File: config.mk
export PLATFORM = sky130hd
export DESIGN_NAME = pba_ctrl
export DESIGN_NICKNAME = d
export VERILOG_FILES = /design/src/pba_pkg.sv /design/src/pba_ctrl.sv
export SDC_FILE = /design/constraint.sdc
export NUM_CORES = 1
export LEC_CHECK = 0
export BUFFER_PORTS_ARGS = -buffer_cell sky130_fd_sc_hd__buf_2
export CORE_UTILIZATION = 40
export CTS_CLUSTER_DIAMETER = 200
export DETAILED_ROUTE_END_ITERATION = 12
export GPL_ROUTABILITY_DRIVEN = 0
export MAX_ROUTING_LAYER = met4
export PLACE_DENSITY = 0.83
export SYNTH_ARGS = -nofsm -noshare
export SYNTH_HDL_FRONTEND = slang
export SYNTH_SLANG_ARGS = --single-unit
export TNS_END_PERCENT = 50
File: constraint.sdc
create_clock -name clk -period 1.85 [get_ports clk]
set_input_delay 0.2775 -clock clk [delete_from_list [all_inputs] [get_ports clk]]
set_output_delay 0.2775 -clock clk [all_outputs]
set_load 0.02 [all_outputs]
File: src/pba_pkg.sv
// Shared types and constants for the page buddy allocator.
`timescale 1ns / 1ps
`default_nettype none

package pba_pkg;

    localparam int SIZE_W    = 16;   // request size field
    localparam int LOG_W     = 5;    // log2 of a block size
    localparam int MIN_LOG   = 4;    // smallest block: 16 bytes
    localparam int MAX_LOG   = 17;   // clamp for a header's size field
    localparam int HDR_BYTES = 8;    // header in front of each payload
    localparam int SLOT_LOG  = 4;    // one header slot per 16 bytes
    localparam int EXT_W     = 17;   // room for 2^16 in size arithmetic
    localparam int POS_EXT_W = 18;   // room for position plus 2^17
    localparam int OFF_W     = 12;   // payload_offset field
    localparam int GSZ_W     = 12;   // granted_size field
    localparam int PIDX_W    = 2;    // page_index field
    localparam int PG_EXT_W  = 7;    // room for any page count

    typedef struct packed {
        logic             used;
        logic [LOG_W-1:0] lg;
    } pba_hdr_t;

    // Commands from the controller to the datapath
    typedef struct packed {
        logic take_req;     // latch request, restart search
        logic class_inc;    // grow size class by one
        logic walk_start;   // start walking the current page
        logic open_page;    // open next page as one free block
        logic rd;           // read header at current position
        logic skip;         // advance past current block
        logic next_page;    // advance to next page
        logic mark;         // mark current block used
        logic split_left;   // rewrite current block as left half
        logic split_right;  // write header of right half
        logic post_ok;      // load a granted result
        logic post_fail;    // load a failure result
    } pba_cmd_t;

    // Status from the datapath to the controller
    typedef struct packed {
        logic size_bad;     // zero or too large for a page
        logic class_fits;   // current class holds the request
        logic page_avail;   // current page is an open page
        logic can_open;     // a further page may be opened
        logic opened;       // this request already opened a page
        logic hdr_skip;     // block too small or in use
        logic hdr_match;    // block size equals the class
        logic walk_end;     // next block lies past the page
        logic out_free;     // result register can be loaded
    } pba_sts_t;

endpackage

`default_nettype wire

File: src/pba_ctrl.sv
// Sequencer for size classing, first-fit header walk and block splitting.
`timescale 1ns / 1ps
`default_nettype none

module pba_ctrl import pba_pkg::*;
(
    input  logic     clk,
    input  logic     rst_n,
    input  logic     req_valid,
    output logic     req_ready,
    input  pba_sts_t sts,
    output pba_cmd_t cmd
);

    typedef enum logic [7:0] {
        S_IDLE  = 8'b0000_0001,
        S_CLASS = 8'b0000_0010,
        S_PAGE  = 8'b0000_0100,
        S_RD    = 8'b0000_1000,
        S_EVAL  = 8'b0001_0000,
        S_SPLIT = 8'b0010_0000,
        S_OK    = 8'b0100_0000,
        S_FAIL  = 8'b1000_0000
    } pba_state_t;

    pba_state_t state_reg;
    pba_state_t state_next;

    always_ff @(posedge clk or negedge rst_n)
    begin
        if (!rst_n)
        begin
            state_reg <= S_IDLE;
        end
        else
        begin
            state_reg <= state_next;
        end
    end

    assign req_ready = (state_reg == S_IDLE);

    always_comb
    begin
        cmd        = '0;
        state_next = state_reg;
        unique case (state_reg)
            S_IDLE:
            begin
                if (req_valid)
                begin
                    cmd.take_req = 1'b1;
                    state_next   = S_CLASS;
                end
            end
            S_CLASS:
            begin
                if (sts.size_bad)
                begin
                    state_next = S_FAIL;
                end
                else if (!sts.class_fits)
                begin
                    cmd.class_inc = 1'b1;
                end
                else
                begin
                    state_next = S_PAGE;
                end
            end
            S_PAGE:
            begin
                if (sts.page_avail)
                begin
                    cmd.walk_start = 1'b1;
                    state_next     = S_RD;
                end
                else if (sts.can_open && !sts.opened)
                begin
                    cmd.open_page = 1'b1;
                    state_next    = S_RD;
                end
                else
                begin
                    state_next = S_FAIL;
                end
            end
            S_RD:
            begin
                cmd.rd     = 1'b1;
                state_next = S_EVAL;
            end
            S_EVAL:
            begin
                if (sts.hdr_skip)
                begin
                    if (sts.walk_end)
                    begin
                        cmd.next_page = 1'b1;
                        state_next    = S_PAGE;
                    end
                    else
                    begin
                        cmd.skip   = 1'b1;
                        state_next = S_RD;
                    end
                end
                else if (sts.hdr_match)
                begin
                    cmd.mark   = 1'b1;
                    state_next = S_OK;
                end
                else
                begin
                    cmd.split_left = 1'b1;
                    state_next     = S_SPLIT;
                end
            end
            S_SPLIT:
            begin
                // re-read the left half after both halves are written
                cmd.split_right = 1'b1;
                state_next      = S_RD;
            end
            S_OK:
            begin
                if (sts.out_free)
                begin
                    cmd.post_ok = 1'b1;
                    state_next  = S_IDLE;
                end
            end
            S_FAIL:
            begin
                if (sts.out_free)
                begin
                    cmd.post_fail = 1'b1;
                    state_next    = S_IDLE;
                end
            end
            default:
            begin
                state_next = S_IDLE;
            end
        endcase
    end

    a_post_needs_room: assert property (@(posedge clk) disable iff (!rst_n)
        (cmd.post_ok || cmd.post_fail) |-> sts.out_free)
        else $error("result loaded while previous result still pending");

endmodule

`default_nettype wire

# Word-level counts from Yosys, hierarchy flattened
# Index checks and enable logic that the tools add are counted.
# word_totals
register_bits,8
# classes
eq_ne,11
n_mux,31
reduce_logical,4
# ops
op,count
8-bit 2-to-1 mux,7
8-bit one-hot mux with 7 select lines,1
1-bit 2-to-1 mux,17
8-bit by 1-bit == test with 1-bit output (second input constant),1
8-bit by 2-bit == test with 1-bit output (second input constant),1
8-bit by 3-bit == test with 1-bit output (second input constant),1
8-bit by 4-bit == test with 1-bit output (second input constant),1
8-bit by 5-bit == test with 1-bit output (second input constant),1
8-bit by 6-bit == test with 1-bit output (second input constant),1
8-bit by 7-bit == test with 1-bit output (second input constant),1
8-bit == test (second input constant),1
4-bit 2-to-1 mux,2
7-bit 2-to-1 mux,1
2-bit 2-to-1 mux,3
3-bit inequality test (second input constant),1
3-bit AND reduction,1
2-bit by 1-bit inequality test with 1-bit output (second input constant),1
2-bit inequality test (second input constant),1
2-bit OR reduction,1
1-bit logical AND,1
1-bit logical NOT,1

# Longest topological paths before layout
# Gate-level depths: netlist of the first run.
# depth
word_depth,5
ltp_mapped,5
depth_no_buf,4

# Worst setup path after synthesis of the first run
# OpenSTA, ideal clock, no wires.
# synth_timing
path_kind,reg2out
start,register state_reg[1]
end,output cmd[3] (netlist bit)
arrival_time_ps,2028
required_ps,1572
setup_slack_ps,-455
stages_incl_launch_ff,4
path_buffers,0
path_cell_list,dfrtp_1 -> or4_1 -> or3_1 -> nor4_1
# synth_lines
item,line_no,rtl
start: declaration,pba_ctrl.sv:26,pba_state_t state_reg;
start signal: assignment,pba_ctrl.sv:37,state_reg <= state_next;
end: declaration,pba_ctrl.sv:12,output pba_cmd_t cmd

==> metrics.md, run 1 <==
| Metric | Value |
|---|---|
| Synth cell count leaders | `dfrtp_1 (7), nor2_1 (6), nor3_1 (5)` |
| Met2 usage | `0.4795` |
| Post-route DRC | `0` |
| Post-route ant nets | `0` |
| WL per Instance | `15.57 um` |
| Post-synth EDFFs | `0` |
| FP Rows | `13` |
| CTS clock-pin slew for the worst setup and hold paths | `0.06 ns` |
| 1st-pass router iterations | `4` |
| Initial Util | `0.4321` |
| Synth top area cells | `dfrtp_1 (31%), dfstp_2 (4.6%), nor3_1 (4.4%)` |
| TritonCTS clock tree | `built` |
| Most used cell, CP | `buf_6` |
| Vias in the first global route | `around 640` |
| Asr flop ratio synth | `1.000` |
| Initial antenna violation count | `0` |
| Critical Path End Type | `primary output` |
| Dpl hpwl | `1.224 mm` |
| Cell with the most instances after synthesis | `dfrtp_1` |
| Via count of the routed design | `727` |
| Max Cap Viol | `0` |
| Hold crit path type | `input pin to flip-flop` |
| Setup ws final | `-0.3705 ns` |
| Crit path time final | `2.220 ns` |
| Largest net degree at the start of global routing | `9` |
| Leak | `0.5444 nW` |
| Grt met3 use | `0.01705` |
| Fin crit share | `1.200` |
| Vias per cell | `about 5.6` |
| Largest stage delay on the critical path | `about 0.56 ns` |
| CP startpoint kind | `flip-flop` |
| CTS Sinks | `8` |
| Max Fclk | `around 450 MHz` |
| Syn Std Cell Area | `569.3 um^2` |
| Overall Power | `1.201 mW` |
| Critical Path Fanout Max | `4` |
| Root Buffer | `clkbuf_4` |
| Top cell type's share of synthesized area | `0.3077` |
| Placed insts | `about 120` |
| Worst-path cell chain | `or4_4 -> or3_4 -> buf_6 -> nor2_4 -> buf_6` |
| Pre-CTS setup slack | `-0.2319 ns` |
| WHS | `0.2366 ns` |
| Max FFs per register | `8` |
| CTS Buf Count | `3` |
| Synth Instances | `63` |
| Grt met1 use | `0.3125` |
| Final Max Slew Viols | `0` |
| Vert. Die Dim | `39.73 um` |
| Critical Path RT | `1.57 ns` |
| Slew HR | `0.7724` |
| Clock buffer depth | `2` |
| Post-Route WL | `2.009 mm` |
| Setup TNS | `-4.214 ns` |
| Area of the core | `between 0.001 and 0.0015 mm^2` |
| Top FF cell, synth | `dfrtp_1` |
| H-tree depth | `1` |
| Slew @ Worst Pin | `0.3389 ns` |
| Yosys reg bits | `8` |
| Fin. Hold Viols | `0` |
| Top Usage Layer GRT | `met2` |
| Failing checks | `negative setup slack` |
| Clock skew | `0.01294 ns` |
| Yosys synthesis warning count | `0` |
| Power per cell area | `about 1100 mW/mm^2` |
| Grt total ovfl | `0` |
| Drt initial violations | `11` |
| Num ports | `25` |
| Slowest-stage cell, CP | `or4_4` |
| Post-synth top area cell | `dfrtp_1` |
| Worst-skew pair later-pin latency | `approximately 0.26 ns` |
| First-pass GRT wire length | `2.801 mm` |
| Run status | `finished with violations` |
| All-Layer GR Usage | `0.2803` |
| Share of layout cells above drive strength 1 | `0.6754` |
| Die Wd | `39.73 um` |
| Post-synthesis net count | `75` |
| Port bufs | `24` |
| Area delta synth->final | `95.82%` |
| Synthesized area per cell | `9.036 um^2` |
| Crit path DAT | `1.94 ns` |
| Die area | `0.001578 mm^2` |
| Final setup violating endpoints | `18` |
| Ant. Diodes | `0` |
| Fin cells | `129` |
| Final net count | `127` |
| Sequential element share of the synthesized area | `0.3538` |
| Peak VDD IR | `0.0006547 V` |
| Crit Path Class | `flip-flop to primary output` |
| RSZ-0062 raised after global routing | `yes` |
| Distinct cell type count after synthesis | `35` |
-- per-layer routing --
layer / wire [um] / part of all wire
met5: 0 / 0
met4: 40 / 0.020
met3: 64 / 0.032
met2: 1024 / 0.51
met1: 880 / 0.44
-- power by group --
part / leakage (nW) / switching, mW / internal, mW / total, mW
combinational: 0.422 / 0.389 / 0.422 / 0.811
clock: 0.0150 / 0.0649 / 0.0828 / 0.148
sequential: 0.107 / 0.0255 / 0.216 / 0.242
total: 0.544 / 0.479 / 0.722 / 1.20
-- worst max-delay path: cells and delay by family, from the launching register on --
family | cells | cell delay, ns
simple gates | 3 | 1.05
flops | 1 | 0.39
buf+inv | 2 | 0.26
-- stage by stage --
step	util	instance area [um^2]
final	0.8462	1115
after global routing	0.8462	1115
after detailed placement	0.6714	884.6
after CTS	0.8034	1059
after floorplan	-	644.4
after global placement	0.6714	884.6
-- layout by cell type (no fill, tap or decap), types with 2 or more instances in the layout --
cell type and instances:
nor2_2 2, buf_2 11, buf_6 7, nand2b_1 2, or4_4 4, nor3_1 3
nor3b_2 2, nor2_1 3, buf_4 29, dfrtp_1 7, clkbuf_4 3, a21oi_1 2
inv_1 2, nor4_2 2, nor3_4 2, or2_2 2
-- cell type report --
type	count	area (um^2)
tap	15	18.77
clock buffer	4	26.28
timing repair buffer	48	361.6
inverter	3	13.76
sequential	8	201.4
fill	69	202.7
multi-input combinational	51	493.0
-- path summary, 6_finish.rpt --
check	startpoint	endpoint	slack [ns]	cells after the start
max	state_reg[1]	cmd[2]	-0.37	5
min	sts[2]	state_reg[5]	0.24	2
max reg2reg	state_reg[4]	state_reg[7]	-0.18	5
min reg2reg	state_reg[6]	state_reg[6]	0.67	2
max in group asynchronous	rst_n	state_reg[0]	1.19	2
min in group asynchronous	rst_n	state_reg[4]	0.40	2
-- cells by family (layout without fill, tap and decap cells) --
group / Yosys count / after routing / share of synthesized area
XOR/XNOR: 2 / 2 / 0.03077
flip-flops: 8 / 8 / 0.3539
AND/OR/NAND/NOR: 38 / 38 / 0.4330
AO/OA/AOI/OAI: 11 / 11 / 0.1539
buffers and inverters: 4 / 55 / 0.02856
-- repair_timing --
action                                  CTS  global route
setup buffers                             4             4
pin swaps                                13             5
resized for setup                        27             7
endpoints found under the hold margin     7             0
endpoints found under the setup margin   18            20
hold buffers                              1             0
(Power assumes the default switching activity.)
==> inputs of run 2 (changes only) <==
ABC_AREA = 1   (was default)
CORE_ASPECT_RATIO = 1.1   (was default)
CORE_UTILIZATION = 42   (was 40)
PLACE_DENSITY = 0.84   (was 0.83)
REMOVE_ABC_BUFFERS = 1   (was default)
==> run 2 against run 1 <==
Compared with the run above:
- register-to-register slack better by 0.77 ns
- first-iteration DRC count up 9.1%
- largest cell class unchanged
- design area fell by 24%
- highest routed layer unchanged
- sequential power rose by 2%
- synthesized cell count up 54%
- the run now ends clean
- non-clock buffer count down 22
- via count decreased by 7.8%
- area after synthesis rose by 13%
- flip-flop and latch count stayed put
==> metrics.md, run 2 <==
| Metric | Value |
|---|---|
| Final setup violating endpoints | `0 (-18)` |
| Power per cell area | `991.4 mW/mm^2 (-8.0%)` |
| CTS Buf Count | `3 (unchanged)` |
| Syn Std Cell Area | `643.1 um^2 (+13%)` |
| Commonest non-fill, non-tap cell in the layout | `buf_2` |
| Critical Path End Type | `primary output` |
| Vias in the first global route | `596 (-7.2%)` |
| Ant. Diodes | `0 (unchanged)` |
| H-tree depth | `1 (unchanged)` |
| Crit Path Class | `flip-flop to primary output` |
| Final Max Slew Viols | `0 (unchanged)` |
| FP Rows | `14 (+1)` |
| Num ports | `25 (unchanged)` |
| RSZ-0062 raised after global routing | `no` |
| Yosys synthesis warning count | `0 (unchanged)` |
| Post-synth top area cell | `dfrtp_1` |
| Fin crit share | `0.9423 (-0.2580)` |
| Post-Route WL | `1.383 mm (-31%)` |
| Distinct cell type count after synthesis | `20 (-43%)` |
| Critical Path RT | `1.57 ns (about the same)` |
| Synth top area cells | `dfrtp_1 (27%), nor2_1 (12%), nand2_1 (12%)` |
| Dpl hpwl | `1.169 mm (-4.5%)` |
| Initial antenna violation count | `0 (unchanged)` |
| Commonest non-fill, non-tap cells in the layout | `buf_2 (24), nand2_1 (20), inv_1 (19), nor2_1 (19), dfrtp_1 (6)` |
| Grt total ovfl | `0 (unchanged)` |
| Worst-path cell chain | `nor2_4 -> nand2_4 -> nor2_4 -> inv_1 -> nor2_1 -> buf_2` |
| FF-to-FF path depth | `9 (+4)` |
| Asr flop ratio synth | `1.000 (unchanged)` |
| Post-synth EDFFs | `0 (unchanged)` |
| Worst-skew pair later-pin latency | `0.26 ns (about the same)` |
| Reg2reg end | `state_reg[6]` |
| Hold crit path type | `input pin to flip-flop` |
| Slew HR | `0.8478 (+0.07542)` |
| Largest net degree at the start of global routing | `9 (unchanged)` |
| Fillers | `139 (+100%)` |
| Post-route ant nets | `0 (unchanged)` |
| Setup TNS | `0 ns (+4.214 ns)` |
| Vias per cell | `4.685 (-17%)` |
| Yosys reg bits | `8 (unchanged)` |
| 1st-pass router iterations | `4 (unchanged)` |
| Port bufs | `24 (unchanged)` |
| Fin cells | `143 (+11%)` |
| Area delta synth->final | `31.13%` |
| Crit path DAT | `1.47 ns (-0.47 ns)` |
| Pre-CTS setup slack | `0.2802 ns (+0.5121 ns)` |
| Synthesized area per cell | `6.630 um^2 (-27%)` |
| All-Layer GR Usage | `0.2099 (-0.07049)` |
| Top FF cell, synth | `dfrtp_1` |
| Slowest-stage cell, CP | `dfrtp_1` |
| Max Fclk | `573.6 MHz (+27%)` |
| Via count of the routed design | `670 (-7.8%)` |
| Design Area, Final | `843.3 um^2 (-24%)` |
| Clock skew | `0.005057 ns (-0.007885 ns)` |
| Fin. Hold Viols | `0 (unchanged)` |
| Drt initial violations | `12 (+1)` |
| Cell with the most instances after synthesis | `nor2_1` |
| Synth cell count leaders | `nor2_1 (21), nand2_1 (20), inv_1 (19)` |
| Die area | `0.001692 mm^2 (+7.2%)` |
| Max Cap Viol | `0 (unchanged)` |
| Largest stage delay on the critical path | `0.43 ns (-0.13 ns)` |
| Most used cell, CP | `nor2_4` |
| Setup ws final | `0.1068 ns (+0.4772 ns)` |
| Overall Power | `0.8361 mW (-30%)` |
| Post-route DRC | `0 (unchanged)` |
| Clock buffer depth | `2 (unchanged)` |
| CTS clock-pin slew for the worst setup and hold paths | `0.06 ns (about the same)` |
| Vert. Die Dim | `43.04 um (+8.3%)` |
| Slew @ Worst Pin | `0.2261 ns (-0.1128 ns)` |
| RR Startpoint | `state_reg[0]` |
| DP Area | `783.3 um^2 (-11%)` |
| Max FFs per register | `8 (unchanged)` |
| Critical Path Fanout Max | `5 (+1)` |
| CP startpoint kind | `flip-flop` |
| WL per Instance | `9.671 um (-38%)` |
| Root Buffer | `clkbuf_4` |
| Share of layout cells above drive strength 1 | `0.3858 (-0.2896)` |
| Hold_sp | `sts[2]` |
| Reg-to-reg slack, setup | `0.59 ns (+0.77 ns)` |
| Die Wd | `39.31 um (-1.0%)` |
| Hold Path Cell Cnt | `2 (unchanged)` |
| Top cell type's share of synthesized area | `0.2724 (-0.03532)` |
| Peak VDD IR | `0.0004649 V (-29%)` |
| Leak | `0.5152 nW (-5.4%)` |
| TritonCTS clock tree | `built` |
| Area of the core | `0.001401 mm^2 (+6.4%)` |
| Synth Instances | `97 (+54%)` |
| Final net count | `140 (+10%)` |
| Hold EP | `state_reg[5]` |
| Placed insts | `137 (+18%)` |
| Sequential element share of the synthesized area | `0.3132 (-0.04062)` |
| First-pass GRT wire length | `2.263 mm (-19%)` |
| Run status | `complete, no violations` |
| Initial Util | `0.4589 (+0.02683)` |
| CTS Sinks | `8 (unchanged)` |
| Crit path time final | `1.743 ns (-0.4772 ns)` |
-- run 2: logic make-up after synthesis --
group / after synthesis / share of synthesized area
buffers and inverters: 21 / 0.1226
flip-flops: 8 / 0.3132
AND/OR/NAND/NOR: 62 / 0.5116
AO/OA/AOI/OAI: 6 / 0.05253
-- run 2: power breakdown --
part           leakage [nW]  switching [mW]  internal, mW
clock                0.0150          0.0636        0.0828
sequential            0.105          0.0314         0.216
combinational         0.395           0.291         0.151
-- run 2: worst max-delay path by stage --
stage | from | endpoint | slack, ns | cells past startpoint
3_3_place_gp | state_reg[6] | cmd[8] | 0.35 | 6
6_report | state_reg[7] | cmd[11] | 0.11 | 6
5_1_grt | state_reg[3] | cmd[5] | 0.02 | 6
2_1_floorplan | state_reg[6] | cmd[8] | 0.22 | 5
3_5_place_dp | state_reg[6] | cmd[8] | 0.28 | 6
4_1_cts | state_reg[5] | cmd[8] | 0.03 | 6
-- run 2: per-stage QoR --
stage	hold WS, ns	utilization
final	0.2041	0.6018
after global routing	0.2034	0.6018
after CTS	0.1983	0.5884
after detailed placement	0.1235	0.5589
after global placement	0.1188	0.5589
after floorplan	-0.01809	-
-- run 2: final cells by class --
cell class,instances,area [um^2],share of cell area
flip-flops and latches,8,202.7,0.2404
repair buffers,26,137.6,0.1632
inverters,21,78.83,0.09347
multi-input cells,68,377.9,0.4481
well taps,16,20.02,0.02374
clock buffers,4,26.28,0.03116
-- run 2: worst max-delay path, delay by kind of cell (launching register included) --
family	cells	cell delay [ns]
and+or+nand+nor	4	0.54
DFF	1	0.43
buffers and inverters	2	0.24
-- run 2: what timing repair did --
item	CTS	global route
pin swaps	0	3
setup buffers	0	1
hold endpoints to repair	7	0
gates resized for setup	1	4
endpoints found under the setup margin	1	5
hold buffers	1	0
-- run 2: metal layers --
layer | global-route usage | up-vias | share of wire
met1 | 0.2148 | 285 | 0.41
met2 | 0.3300 | 26 | 0.51
met4 | 0.1655 | 0 | 0.038
met5 | - | - | 0
li1 | - | 355 | -
met3 | 0.04712 | 4 | 0.046
==> inputs of run 3 (changes only) <==
ABC_AREA = default   (was 1)
ABC_CLOCK_PERIOD_IN_PS = 1850   (was default)
CORE_UTILIZATION = 25   (was 42)
PLACE_DENSITY = 0.6   (was 0.84)
==> run 3 against run 2 <==
Compared with the run above:
- the run now ends with negative setup slack left
- sequential power is 3% lower
- fmax down 23%
- clock skew is 0.00072 ns lower
- utilization decreased by 6.5 points
- worst setup slack got worse by 0.52 ns
- design area is 33% higher
- non-clock buffer count is 21 higher
- critical path type unchanged
- critical endpoint is now cmd[2]
- largest cell class unchanged
- largest power group unchanged
==> metrics.md, run 3 (same netlist as run 1, synthesis figures left out) <==
| Metric | Value |
|---|---|
| Run status | `finished with violations` |
| Failing checks | `negative setup slack` |
| Final net count | `126 (-10%)` |
| Ant. Diodes | `0 (unchanged)` |
| Peak VDD IR | `0.0005292 V (+14%)` |
| Crit Path Class | `flip-flop to primary output` |
| Fin cells | `141 (-1.4%)` |
| Grt total ovfl | `0 (unchanged)` |
| Crit path time final | `2.259 ns (+0.5153 ns)` |
| Critical Path RT | `1.57 ns (about the same)` |
| Largest net degree at the start of global routing | `9 (unchanged)` |
| Die Wd | `47.50 um (+21%)` |
| Max Fclk | `442.8 MHz (-23%)` |
| WP buf/inv | `2 (unchanged)` |
| Final Max Slew Viols | `0 (unchanged)` |
| Worst-path cell chain | `or4_4 -> or3_4 -> buf_4 -> nor2_4 -> buf_6` |
| FP Rows | `17 (+3)` |
| Die area | `0.002472 mm^2 (+46%)` |
| Share of layout cells above drive strength 1 | `0.6903 (+0.3044)` |
| Via count of the routed design | `705 (+5.2%)` |
| 1st-pass router iterations | `4 (unchanged)` |
| Slowest-stage cell, CP | `or4_4` |
| Clock skew | `0.004336 ns (-0.0007212 ns)` |
| Vert. Die Dim | `52.05 um (+21%)` |
| Area of the core | `0.002085 mm^2 (+49%)` |
| Critical Path Fanout Max | `4 (-1)` |
| CTS clock-pin slew for the worst setup and hold paths | `0.06 ns (about the same)` |
| Drt initial violations | `5 (-7)` |
| Initial antenna violation count | `0 (unchanged)` |
| Dpl hpwl | `1.290 mm (+10%)` |
| All-Layer GR Usage | `0.1741 (-0.03572)` |
| First-pass GRT wire length | `2.863 mm (+27%)` |
| Design Area, Final | `0.001120 mm^2 (+33%)` |
| CTS Buf Count | `3 (unchanged)` |
| H-tree depth | `1 (unchanged)` |
| Worst-skew pair later-pin latency | `0.27 ns (about the same)` |
| Slew @ Worst Pin | `0.3720 ns (+0.1459 ns)` |
| Crit path DAT | `1.98 ns (+0.51 ns)` |
| Num ports | `25 (unchanged)` |
| Port bufs | `24 (unchanged)` |
| Vias per cell | `5.000 (+6.7%)` |
| Post-route ant nets | `0 (unchanged)` |
| Power per cell area | `1033 mW/mm^2 (+4.2%)` |
| Fin crit share | `1.221 (+0.2785)` |
| WHS | `0.2362 ns (+0.03217 ns)` |
| Largest stage delay on the critical path | `0.55 ns (+0.12 ns)` |
| Clock buffer depth | `2 (unchanged)` |
| Fin. Hold Viols | `0 (unchanged)` |
| RSZ-0062 raised after global routing | `yes` |
| TritonCTS clock tree | `built` |
| Pre-CTS setup slack | `-0.2246 ns (-0.5049 ns)` |
| Placed insts | `130 (-5.1%)` |
| Critical Path End Type | `primary output` |
| Final setup violating endpoints | `16 (+16)` |
| CTS Sinks | `8 (unchanged)` |
| Commonest non-fill, non-tap cells in the layout | `buf_4 (27), buf_2 (12), buf_6 (7), dfrtp_1 (7)` |
| Max FFs per register | `8 (unchanged)` |
| WL per Instance | `12.99 um (+34%)` |
| Initial Util | `0.2731 (-0.1858)` |
| Post-route DRC | `0 (unchanged)` |
| Area delta synth->final | `96.70%` |
| Leak | `0.5368 nW (+4.2%)` |
| Finished Core Util | `0.5372 (-0.06457)` |
| Vias in the first global route | `645 (+8.2%)` |
| Hold crit path type | `input pin to flip-flop` |
| Slew HR | `0.7502 (-0.09764)` |
| DP Area | `839.6 um^2 (+7.2%)` |
| Commonest non-fill, non-tap cell in the layout | `buf_4` |
| Post-Route WL | `1.832 mm (+32%)` |
| Root Buffer | `clkbuf_4` |
| Setup ws final | `-0.4085 ns (-0.5153 ns)` |
| CP startpoint kind | `flip-flop` |
| Max Cap Viol | `0 (unchanged)` |
| Top delay family on crit path | `simple AND/OR/NAND/NOR gates` |
-- run 3: cell types whose count changed in the layout (fill, tap and decap cells not counted), sizes merged, moves of 6 or more --
| cell | previous run | this run |
|---|---|---|
| buf | 25 | 46 |
| nand2 | 25 | 2 |
| inv | 21 | 3 |
| nand3 | 6 | 0 |
| nor2 | 27 | 6 |
-- run 3: report_power, final --
| part | switching [mW] | total, mW | leakage [nW] | internal [mW] |
|---|---|---|---|---|
| sequential | 0.0252 | 0.241 | 0.107 | 0.216 |
| combinational | 0.357 | 0.761 | 0.415 | 0.404 |
| clock | 0.0713 | 0.155 | 0.0150 | 0.0833 |
| total | 0.454 | 1.16 | 0.537 | 0.703 |
-- run 3: layout make-up --
type / instances / area [um^2]
fillers: 207 / 964.7
multi-input cells: 51 / 494.2
repair buffers: 47 / 351.6
flip-flops and latches: 8 / 201.4
well taps: 28 / 35.03
clock buffers: 4 / 26.28
inverters: 3 / 11.26
-- run 3: repair_timing --
item | in CTS | in global routing
setup endpoints to repair | 20 | 20
pin swaps | 8 | 1
hold buffers | 1 | 0
gates resized for setup | 27 | 19
endpoints found under the hold margin | 7 | 0
buffers inserted | 3 | 3
-- run 3: per-layer routing --
metal / up-vias / routed length, um / global-route usage / part of all wire
met2: 23 / 940 / 0.2671 / 0.51
met1: 336 / 769 / 0.2081 / 0.42
met5: - / 0 / - / 0
li1: 341 / - / - / -
met4: 0 / 42 / 0.1000 / 0.023
met3: 5 / 80 / 0.03125 / 0.044
-- run 3: worst paths after layout --
kind	from	endpoint	slack, ns	cells past startpoint
hold reg to reg	state_reg[6]	state_reg[6]	0.65	2
setup / recovery	state_reg[1]	cmd[2]	-0.41	5
min in group asynchronous	rst_n	state_reg[4]	0.38	2
max in group asynchronous	rst_n	state_reg[0]	1.23	2
setup reg to reg	state_reg[1]	state_reg[7]	-0.22	5
hold / removal	sts[2]	state_reg[5]	0.24	2
-- run 3: through the flow --
stage               setup TNS [ns]  power [mW]
global placement            -1.670      0.7454
global route                -5.599       1.231
detailed placement          -1.876      0.7524
floorplan                   -2.687      0.5416
CTS                         -4.224       1.092
finish                      -4.307       1.157
